`config.mk`:
```
export PLATFORM = sky130hd
export DESIGN_NAME = frmt_ctrl
export DESIGN_NICKNAME = d
export VERILOG_FILES = /design/src/rtl/core/frmt_pkg.sv /design/src/rtl/core/frmt_ctrl.sv
export SDC_FILE = /design/constraint.sdc
export NUM_CORES = 1
export LEC_CHECK = 0
export ABC_AREA = 0
export CAP_MARGIN = 20
export CORE_MARGIN = 4
export CORE_UTILIZATION = 47
export DETAILED_ROUTE_END_ITERATION = 7
export DONT_BUFFER_PORTS = 1
export PLACE_DENSITY = 0.67
export SLEW_MARGIN = 25
export SYNTH_ARGS = -nofsm -noshare
export SYNTH_HDL_FRONTEND = slang
export SYNTH_SLANG_ARGS = --single-unit
```
`constraint.sdc`:
```
create_clock -name clk_i -period 2.6 [get_ports clk_i]
set_input_delay 0.26 -clock clk_i [delete_from_list [all_inputs] [get_ports clk_i]]
set_output_delay 0.26 -clock clk_i [all_outputs]
set_load 0.02 [all_outputs]
```
`src/rtl/core/frmt_pkg.sv`:
```
// ----------------------------------------------------------------------------
// frmt_pkg
// Shared types and constants for the range-maximum binary indexed tree.
// ----------------------------------------------------------------------------
package frmt_pkg;

  localparam int unsigned IDX_W      = 11;
  localparam int unsigned VAL_W      = 32;
  localparam int unsigned IN_TDATA_W = 56;  // 11 + 11 + 32 bits, padded to bytes
  localparam int unsigned OUT_TDATA_W = 32;

  localparam logic [VAL_W-1:0] MOST_NEG     = {1'b1, {(VAL_W-1){1'b0}}};
  localparam logic [IDX_W-1:0] ACT_LEN_RST  = IDX_W'(1024);

  localparam logic OP_WRITE = 1'b0;
  localparam logic OP_QUERY = 1'b1;

  // Commands from the sequencer to the datapath.
  typedef struct packed {
    logic load;           // latch an accepted input word
    logic acc_clr;        // running maximum back to the most negative value
    logic rd_stored;      // read stored value at the node index
    logic rd_tree_idx;    // read tree node at the node index
    logic rd_tree_child;  // read tree node at node index minus child step
    logic wr_stored;      // write the item value at the write position
    logic wr_tree;        // write the running maximum to the current node
    logic j_init;         // child step back to one
    logic j_shift;        // double the child step
    logic idx_add_lb;     // move to the next covering node
    logic idx_sub_lb;     // jump left over a whole tree node
    logic idx_dec;        // step one position left
    logic clr_step;       // clear one entry of both memories
    logic out_load;       // load the result word into the output register
  } cmd_t;

  // Status from the datapath to the sequencer.
  typedef struct packed {
    logic is_query;
    logic wr_ok;
    logic q_err;
    logic node_over;
    logic j_lt_lb;
    logic hi_eq_lo;
    logic can_jump;
    logic clr_done;
    logic out_stall;
  } sts_t;

endpackage

```
`src/rtl/core/frmt_ctrl.sv`:
```
// ----------------------------------------------------------------------------
// frmt_ctrl
// Sequencer for the clearing pass, the write update walk and the query walk.
// ----------------------------------------------------------------------------
module frmt_ctrl
  import frmt_pkg::*;
(
  input  logic clk_i,
  input  logic rst_ni,
  input  logic in_valid_i,
  output logic in_ready_o,
  input  sts_t sts_i,
  output cmd_t cmd_o
);

  typedef enum logic [9:0] {
    S_CLEAR  = 10'b00_0000_0001,
    S_IDLE   = 10'b00_0000_0010,
    S_DECODE = 10'b00_0000_0100,
    S_WSTORE = 10'b00_0000_1000,
    S_WNODE  = 10'b00_0001_0000,
    S_WACC   = 10'b00_0010_0000,
    S_QINIT  = 10'b00_0100_0000,
    S_QLOOP  = 10'b00_1000_0000,
    S_QINNER = 10'b01_0000_0000,
    S_QOUT   = 10'b10_0000_0000
  } state_e;

  state_e state_q, state_d;

  always_comb begin
    state_d    = state_q;
    cmd_o      = '0;
    in_ready_o = 1'b0;
    unique case (state_q)
      S_CLEAR: begin
        cmd_o.clr_step = 1'b1;
        if (sts_i.clr_done) begin
          state_d = S_IDLE;
        end
      end
      S_IDLE: begin
        in_ready_o = 1'b1;
        if (in_valid_i) begin
          cmd_o.load = 1'b1;
          state_d    = S_DECODE;
        end
      end
      S_DECODE: begin
        if (!sts_i.is_query) begin
          state_d = sts_i.wr_ok ? S_WSTORE : S_IDLE;
        end else begin
          state_d = sts_i.q_err ? S_QOUT : S_QINIT;
        end
      end
      S_WSTORE: begin
        cmd_o.wr_stored = 1'b1;
        state_d         = S_WNODE;
      end
      S_WNODE: begin
        if (sts_i.node_over) begin
          state_d = S_IDLE;
        end else begin
          cmd_o.rd_stored = 1'b1;
          cmd_o.acc_clr   = 1'b1;
          cmd_o.j_init    = 1'b1;
          state_d         = S_WACC;
        end
      end
      S_WACC: begin
        if (sts_i.j_lt_lb) begin
          cmd_o.rd_tree_child = 1'b1;
          cmd_o.j_shift       = 1'b1;
        end else begin
          cmd_o.wr_tree    = 1'b1;
          cmd_o.idx_add_lb = 1'b1;
          state_d          = S_WNODE;
        end
      end
      S_QINIT: begin
        cmd_o.rd_stored = 1'b1;
        cmd_o.acc_clr   = 1'b1;
        state_d         = S_QLOOP;
      end
      S_QLOOP: begin
        if (sts_i.hi_eq_lo) begin
          state_d = S_QOUT;
        end else begin
          cmd_o.idx_dec = 1'b1;
          state_d       = S_QINNER;
        end
      end
      S_QINNER: begin
        if (sts_i.can_jump) begin
          cmd_o.rd_tree_idx = 1'b1;
          cmd_o.idx_sub_lb  = 1'b1;
        end else begin
          cmd_o.rd_stored = 1'b1;
          state_d         = S_QLOOP;
        end
      end
      S_QOUT: begin
        if (!sts_i.out_stall) begin
          cmd_o.out_load = 1'b1;
          state_d        = S_IDLE;
        end
      end
      default: begin
        state_d = S_IDLE;
      end
    endcase
  end

  always_ff @(posedge clk_i or negedge rst_ni) begin
    if (!rst_ni) begin
      state_q <= S_CLEAR;
    end else begin
      state_q <= state_d;
    end
  end

endmodule

```
==> metrics.txt, run 1 <==
core area 1540 sq um; Post-synth top cells 10 x nor2_1, 9 x dfrtp_1, 7 x inv_1; initial core utilization 50.8%; via count 753; fin. max-slew vios 0; maximum clock frequency 390 MHz; Post-synth EDFFs 0; Final Hold Viols 0; Filler cells 142; mapped cell area 783 sq um; Multi-input gate area 493 sq um; ys async rst share 100%; worst vdd ir 507 uV; WP data arrival 2310 ps; status completed; total global-route track usage 15.2%; htree depth 1; Cells after Synth 95; CTS root buf clkbuf_4; Area Growth Syn to Fin 14.1%; grt ovf 0; n_diodes 0; Total Die Area 2380 sq um; worst skew pair latency 270 ps; 1st-pass router iterations 4; ratio of cells with drive above 1 in the final layout 31.0%; drt via density 6.49; slew margin rel. 63.1%; most frequent cell after synthesis nor2_1; CTS clk-pin slew, worst paths 70 ps; FF+latch area 255 sq um; IO Pins 27; Mapped Nets 107; first-pass GRT wire length 2930 um; CTS Sinks 10; Worst Path Required 2340 ps; Min Hold Slack 16.5 ps; sequential-to-total area share from yosys stat 32.1%; gpl congestion 0.818; register bit count reported by yosys 10; total clock buffers created by CTS 3; Top Registers state_q: 10 flops; final instance area 893 sq um; Final Routed Wirelength 1890 um; crit path cell chain or4_4, or3_4, nor2_4, a21oi_2, o32ai_2, buf_4; largest net degree at the start of global routing 13; vias in the first global route 666; row cnt 14; CP max stage cell or4_4; most used flip-flop cell after synthesis dfrtp_1; wire per inst 16.3 um; I/O Buffers 0; DP Wirelength 1410 um; main area contributors after synthesis dfrtp_1 29%, nor2_1 4.8%, or4_4 4.3%; area leader, netlist dfrtp_1; crit-path max cell delay 570 ps; RSZ-0062 raised after global routing no; layout net count 113; Hold Crit Class input port to flip-flop; Pwr Density 731 nW/um^2; Yosys cell types 42; CTS max path bufs 2; Placed Area 802 sq um; CP Class flip-flop to primary output; CTS tree yes; final worst path period share 98.7%; Die H 48.8 um; Die Width 48.8 um; Max-Cap Viols 0; remaining antenna violation count 0; post-synthesis area per instance 8.24 sq um; DR iter-0 viols 32; worst-margin pin slew 546 ps; Max FO, Critical Path 4; Critical Path Start Type flip-flop; Setup crit end kind primary output; Final setup viols 0; Lkg Pwr 0.382 nW; crit path time final 2570 ps; clk_skew 4.18 ps; Yosys Warn Count 0; initial antenna violation count 0; max reg flops 10; Biggest register state_q; setup TNS 0 ps; Reg2Reg Setup Slack 580 ps; Post-route DRC 0; top-area cell type share of the netlist area 28.8%
==> metrics by stage <==
step	setup WS (ps)	power, mW	utilization [%]	std cells
floorplan	263	0.435	-	95
global placement	337	0.496	52.0	109
CTS	37.6	0.639	55.0	114
finish	33.6	0.653	58.0	116
global route	15.7	0.698	58.0	116
detailed placement	328	0.495	52.0	109
==> repair_timing <==
| action | in CTS | in global routing |
|---|---|---|
| hold endpoints to repair | 10 | 0 |
| buffers inserted | 0 | 2 |
| hold buffers | 1 | 0 |
| resized for setup | 0 | 9 |
| setup endpoints to repair | 0 | 4 |
==> routing by layer <==
| metal | share of wire [%] | wire [um] | track usage (%) | vias up |
|---|---|---|---|---|
| met3 | 9.9 | 186 | 6.42 | 4 |
| met2 | 50 | 936 | 24.3 | 45 |
| met5 | 0 | 0 | 0 | - |
| met4 | 1.2 | 23 | 4.04 | 0 |
| li1 | - | - | - | 355 |
| met1 | 39 | 740 | 18.6 | 349 |
==> final timing paths <==
path,start,to,cells past startpoint
min reg2reg,state_q[0],state_q[0],2
min in group asynchronous,rst_ni,state_q[9],1
max in group asynchronous,rst_ni,state_q[0],1
max,state_q[7],cmd_o[11],6
max reg2reg,state_q[2],state_q[8],5
min,sts_i[1],state_q[0],1
==> layout by cell type (no fill, tap or decap), drive strengths merged, types with 2 or more instances in the layout <==
cell type and n:
or4 4, o21ai 2, and2 4, inv 7
nor4b 3, nand2 4, buf 7, nor2 11
clkbuf 4, or2 2, and2b 2, xnor2 2
or3 3, a21oi 3, nand3b 3, dfrtp 9
nand4 2, nand3 3, nor4 3, nor3 6
nor3b 2
==> cells by family after synthesis <==
family          share of synthesized area [%]
simple gates                             44.6
flops                                    32.1
xor+xnor                                 2.24
compound gates                           12.8
buf+inv                                  8.31
==> power by group <==
group / leakage, nW / internal [mW] / total (mW) / switching (mW)
Sequential: 0.127 / 0.175 / 0.210 / 0.0348
Combinational: 0.234 / 0.136 / 0.303 / 0.167
Clock: 0.0210 / 0.0851 / 0.141 / 0.0555
Total: 0.382 / 0.396 / 0.653 / 0.257
==> critical path: cells and delay by family, from the launching register on <==
kind / cells / cell delay [ps]
and+or+nand+nor: 3 / 1040
DFF: 1 / 440
AOI/OAI and AO/OA: 2 / 370
buffers and inverters: 1 / 190
==> area by class of cell <==
cell class / count / area share (%)
Clock buffer: 4 / 4.06
Inverter: 7 / 2.94
Multi-Input combinational cell: 71 / 55.2
Sequential cell: 10 / 28.6
Tap cell: 16 / 2.24
Timing Repair Buffer: 8 / 7.00
Note: power is estimated with default switching activity, not from simulation.
==> run 2, diff against run 1 <==
CORE_MARGIN = 2   (was 4)
RECOVER_POWER = 25   (was unset)
==> metrics.txt, run 2 (synthesis gave the netlist of run 1 again) <==
status completed; Multi-input gate area 485 sq um (-1.5%); CTS Sinks 10 (unchanged); maximum clock frequency 393 MHz (+0.88%); final worst setup slack 55.9 ps (+22.3 ps); CTS tree yes; Core Util, Final 57.5% (-0.49 points); Post-route DRC 0 (unchanged); Reg power frac 32.2% (about the same); grt ovf 0 (unchanged); Biggest register state_q; Placement Setup Slack 318 ps (-9.26 ps); worst vdd ir 459 uV (-9.5%); first-pass GRT wire length 3070 um (+4.7%); wire per inst 16.8 um (+3.4%); Critical Path Start Type flip-flop; Final setup viols 0 (unchanged); drt via density 6.50 (+0.13%); commonest non-fill, non-tap cell in the layout nor2_1; crit-path max cell delay 570 ps (about the same); n_diodes 0 (unchanged); via count 754 (+0.13%); initial core utilization 50.8% (unchanged); total clock buffers created by CTS 3 (unchanged); Setup crit end kind primary output; fin. max-slew vios 0 (unchanged); crit path cell chain or4_4, or3_4, nor2_4, a21oi_2, o32ai_1, buf_4; max reg flops 10 (unchanged); Gate power share 46.2% (-0.2 points); initial antenna violation count 0 (unchanged); Filler cells 152 (+7.0%); Die H 44.8 um (-8.2%); row cnt 14 (unchanged); Total Die Area 2010 sq um (-16%); vias in the first global route 660 (-0.90%); Worst Path Required 2340 ps (about the same); layout net count 113 (unchanged); worst skew pair latency 270 ps (about the same); total global-route track usage 21.2% (+6.0 points); htree depth 1 (unchanged); Pwr Density 750 nW/um^2 (+2.5%); slew margin rel. 58.6% (-4.5 points); I/O Buffers 0 (unchanged); Top Registers state_q: 10 flops; DP Wirelength 1360 um (-4.0%); Psw 268 uW (+4.5%); CP max stage cell or4_4; crit path time final 2540 ps (-22.3 ps); CP Class flip-flop to primary output; Hold Crit Class input port to flip-flop; IO Pins 27 (unchanged); Max-Cap Viols 0 (unchanged); worst-margin pin slew 613 ps (+66.7 ps); Lkg Pwr 0.380 nW (-0.49%); Die Width 44.8 um (-8.2%); Internal 396 uW (-0.17%); clk_skew 6.86 ps (+2.68 ps); remaining antenna violation count 0 (unchanged); Final Hold Viols 0 (unchanged); switch share 40.4% (+1.1 points); Max FO, Critical Path 4 (unchanged); DR iter-0 viols 24 (-25%); FF+latch area 255 sq um (unchanged); 1st-pass router iterations 4 (unchanged); final worst path period share 97.8% (-0.86 points); WP data arrival 2280 ps (-30 ps); Clock Power Share 21.7% (+0.2 points); largest net degree at the start of global routing 13 (unchanged); Final Routed Wirelength 1950 um (+3.4%); gpl congestion 0.866 (+5.9%); CTS root buf clkbuf_4; Final Total Pwr 664 uW (+1.7%); CTS max path bufs 2 (unchanged); CTS clk-pin slew, worst paths 70 ps (about the same); ratio of cells with drive above 1 in the final layout 30.0% (-1.0 points); core area 1540 sq um (unchanged); Area Growth Syn to Fin 13.1%; commonest cells after routing, fill and taps aside 9 x nor2_1, 7 x inv_1, 7 x buf_4, 6 x nor3_1, 6 x dfrtp_1
## run 2: cell count changes in the layout (fill, tap and decap cells not counted)
cell     change
o32ai_1      +1
o32ai_2      -1
## run 2: repair_timing
action                                  in CTS  in global routing
hold buffers                                 1                  0
hold endpoints to repair                    10                  0
resized for setup                            0                  8
setup buffers                                0                  2
endpoints found under the setup margin       0                  4
## run 2: metal layers
metal | GRT usage, % | share of wire (%) | vias to the layer above
li1 | - | - | 363
met1 | 27.6 | 43 | 354
met2 | 33.6 | 49 | 33
met3 | 6.80 | 7.6 | 4
met4 | 6.47 | 0.72 | 0
met5 | 0 | 0 | -
## run 2: worst paths after layout
kind,depth (start not counted),to,start,slack (ps)
min,1,state_q[0],sts_i[1],20
max in group asynchronous,1,state_q[8],rst_ni,1860
min reg2reg,2,state_q[0],state_q[0],540
max reg2reg,5,state_q[8],state_q[2],520
min in group asynchronous,1,state_q[3],rst_ni,380
max,6,cmd_o[11],state_q[7],60
## run 2: area by class of cell
cell class / instances / area share (%)
clock buffer: 4 / 4.10
tap: 16 / 2.26
sequential: 10 / 28.8
inverter: 7 / 2.97
multi-input combinational: 71 / 54.8
timing repair buffer: 8 / 7.06
## run 2: power by group through the flow
stage                     logic (mW)  registers [mW]  clock network, mW
after detailed placement       0.285           0.213                  0
after floorplan                0.235           0.200                  0
after CTS                      0.292           0.211              0.147
final                          0.307           0.214              0.144
after global routing           0.329           0.219              0.154
after global placement         0.282           0.213                  0
## run 2: worst max-delay path: cells and delay by family, from the launching register on
kind	cells	cell delay [ps]
AND/OR/NAND/NOR	3	1040
buffers and inverters	1	190
flip-flops	1	430
AO/OA/AOI/OAI	2	350
## run 2: through the flow
step / instance area, sq um / hold WS, ps / setup TNS [ps] / instances
final: 886 / 22.8 / 0 / 116
after floorplan: 783 / -35.6 / 0 / 95
after global placement: 802 / -35.4 / 0 / 109
after detailed placement: 802 / -35.4 / 0 / 109
after global routing: 886 / 19.0 / -10.6 / 116
after CTS: 848 / 19.1 / 0 / 114
==> run 3, diff against run 2 <==
clock period = 2.7 ns   (was 2.6 ns; I/O delays follow)
==> metrics.txt, run 3 (synthesis gave the netlist of run 1 again) <==
status completed; Area Growth Syn to Fin 10.2%; drt via density 6.23 (-4.2%); CTS Sinks 10 (unchanged); Post-route DRC 0 (unchanged); I/O Buffers 0 (unchanged); setup TNS 0 ps (unchanged); Pwr Density 730 nW/um^2 (-2.6%); FF+latch area 251 sq um (-1.5%); IO Pins 27 (unchanged); initial core utilization 50.8% (unchanged); final worst path period share 96.3%; grt ovf 0 (unchanged); core area 1540 sq um (unchanged); commonest non-fill, non-tap cell in the layout nor2_1; CP Class flip-flop to primary output; Biggest register state_q; Total Die Area 2010 sq um (unchanged); Worst Path Required 2430 ps (+90 ps); n_diodes 0 (unchanged); Max-Cap Viols 0 (unchanged); Inst Count DP 109 (unchanged); fin. max-slew vios 0 (unchanged); Multi-input gate area 482 sq um (-0.77%); Final Hold Viols 0 (unchanged); Reg-to-Reg Start state_q[2]; WP data arrival 2330 ps (+50 ps); total clock buffers created by CTS 3 (unchanged); worst-margin pin slew 646 ps (+33.4 ps); gpl congestion 0.863 (-0.38%); remaining antenna violation count 0 (unchanged); commonest cells after routing, fill and taps aside 10 x nor2_1, 9 x dfrtp_1, 7 x inv_1, 6 x nor3_1, 5 x buf_4; Core Util, Final 56.0% (-1.5 points); 1st-pass router iterations 4 (unchanged); worst vdd ir 384 uV (-16%); CP Launch Point state_q[2]; initial antenna violation count 0 (unchanged); Max FO, Critical Path 7 (+3); vias in the first global route 611 (-7.4%); row cnt 14 (unchanged); CTS max path bufs 2 (unchanged); ratio of cells with drive above 1 in the final layout 24.5% (-5.5 points); Critical Path Start Type flip-flop; Final setup viols 0 (unchanged); Final Routed Wirelength 1860 um (-4.8%); via count 710 (-5.8%); clk_skew 1.76 ps (-5.10 ps); Post-Layout Cell Count 114 (-1.7%); crit path time final 2600 ps; Placement Setup Slack 419 ps (+100 ps); DR iter-0 viols 24 (unchanged); first-pass GRT wire length 2860 um (-7.0%); htree depth 1 (unchanged); hold path start sts_i[1]; CTS tree yes; Hold Crit Class input port to flip-flop; Die Width 44.8 um (unchanged); CTS root buf clkbuf_4; slew margin rel. 56.3% (-2.3 points); Filler cells 146 (-3.9%); # Post-CTS Setup Buffers 0 (unchanged); Lkg Pwr 0.376 nW (-1.1%); Top Registers state_q: 10 flops; maximum clock frequency 384 MHz; CTS clk-pin slew, worst paths 70 ps (about the same); Setup crit end kind primary output; Die H 44.8 um (unchanged); layout net count 111 (-1.8%); worst skew pair latency 270 ps (about the same); DP Wirelength 1410 um (+3.6%); RSZ-0062 raised after global routing no; final worst setup slack 99.1 ps (+43.1 ps); max reg flops 10 (unchanged); wire per inst 16.3 um (-3.1%); total global-route track usage 20.2% (-0.97 points); largest net degree at the start of global routing 13 (unchanged)
run 3: worst paths after layout:
check | to | slack (ps) | cells after the start
worst max-delay path | cmd_o[0] | 100 | 4
worst min-delay path | state_q[0] | 30 | 1
worst max register to register | state_q[8] | 650 | 5
worst min register to register | state_q[0] | 550 | 2
max in group asynchronous | state_q[0] | 1980 | 1
min in group asynchronous | state_q[3] | 380 | 1
run 3: layout make-up:
cell class                      count  area share (%)
Multi-Input combinational cell     71            55.8
Inverter                            7            3.04
Sequential cell                    10            29.1
Tap cell                           16            2.32
Timing Repair Buffer                6            5.51
Clock buffer                        4            4.20
run 3: through the flow:
stage | instance area [sq um] | power, mW | hold WS (ps)
floorplan | 783 | 0.419 | -25.6
global placement | 802 | 0.478 | -25.4
detailed placement | 802 | 0.478 | -25.4
CTS | 848 | 0.624 | 28.5
global route | 863 | 0.667 | 24.0
finish | 863 | 0.631 | 31.8
run 3: timing repair:
item | in CTS | in global routing
hold endpoints to repair | 10 | 0
setup endpoints to repair | 0 | 3
gates resized for setup | 0 | 3
hold buffers | 1 | 0
run 3: worst max-delay path, stage by stage, from the launching register on:
cell     delay [ps]
dfrtp_1         450
or2_4           300
or4_4           470
or4_4           520
nor2_1          320
run 3: where the power goes:
part           switching (mW)  internal, mW
Sequential             0.0360         0.168
Combinational           0.160         0.128
Clock                  0.0568        0.0820
run 3: routing by layer:
layer	global-route usage, %	wire [um]
met3	7.20	110
met2	29.9	899
met4	5.29	14
met5	0	0
met1	28.3	834
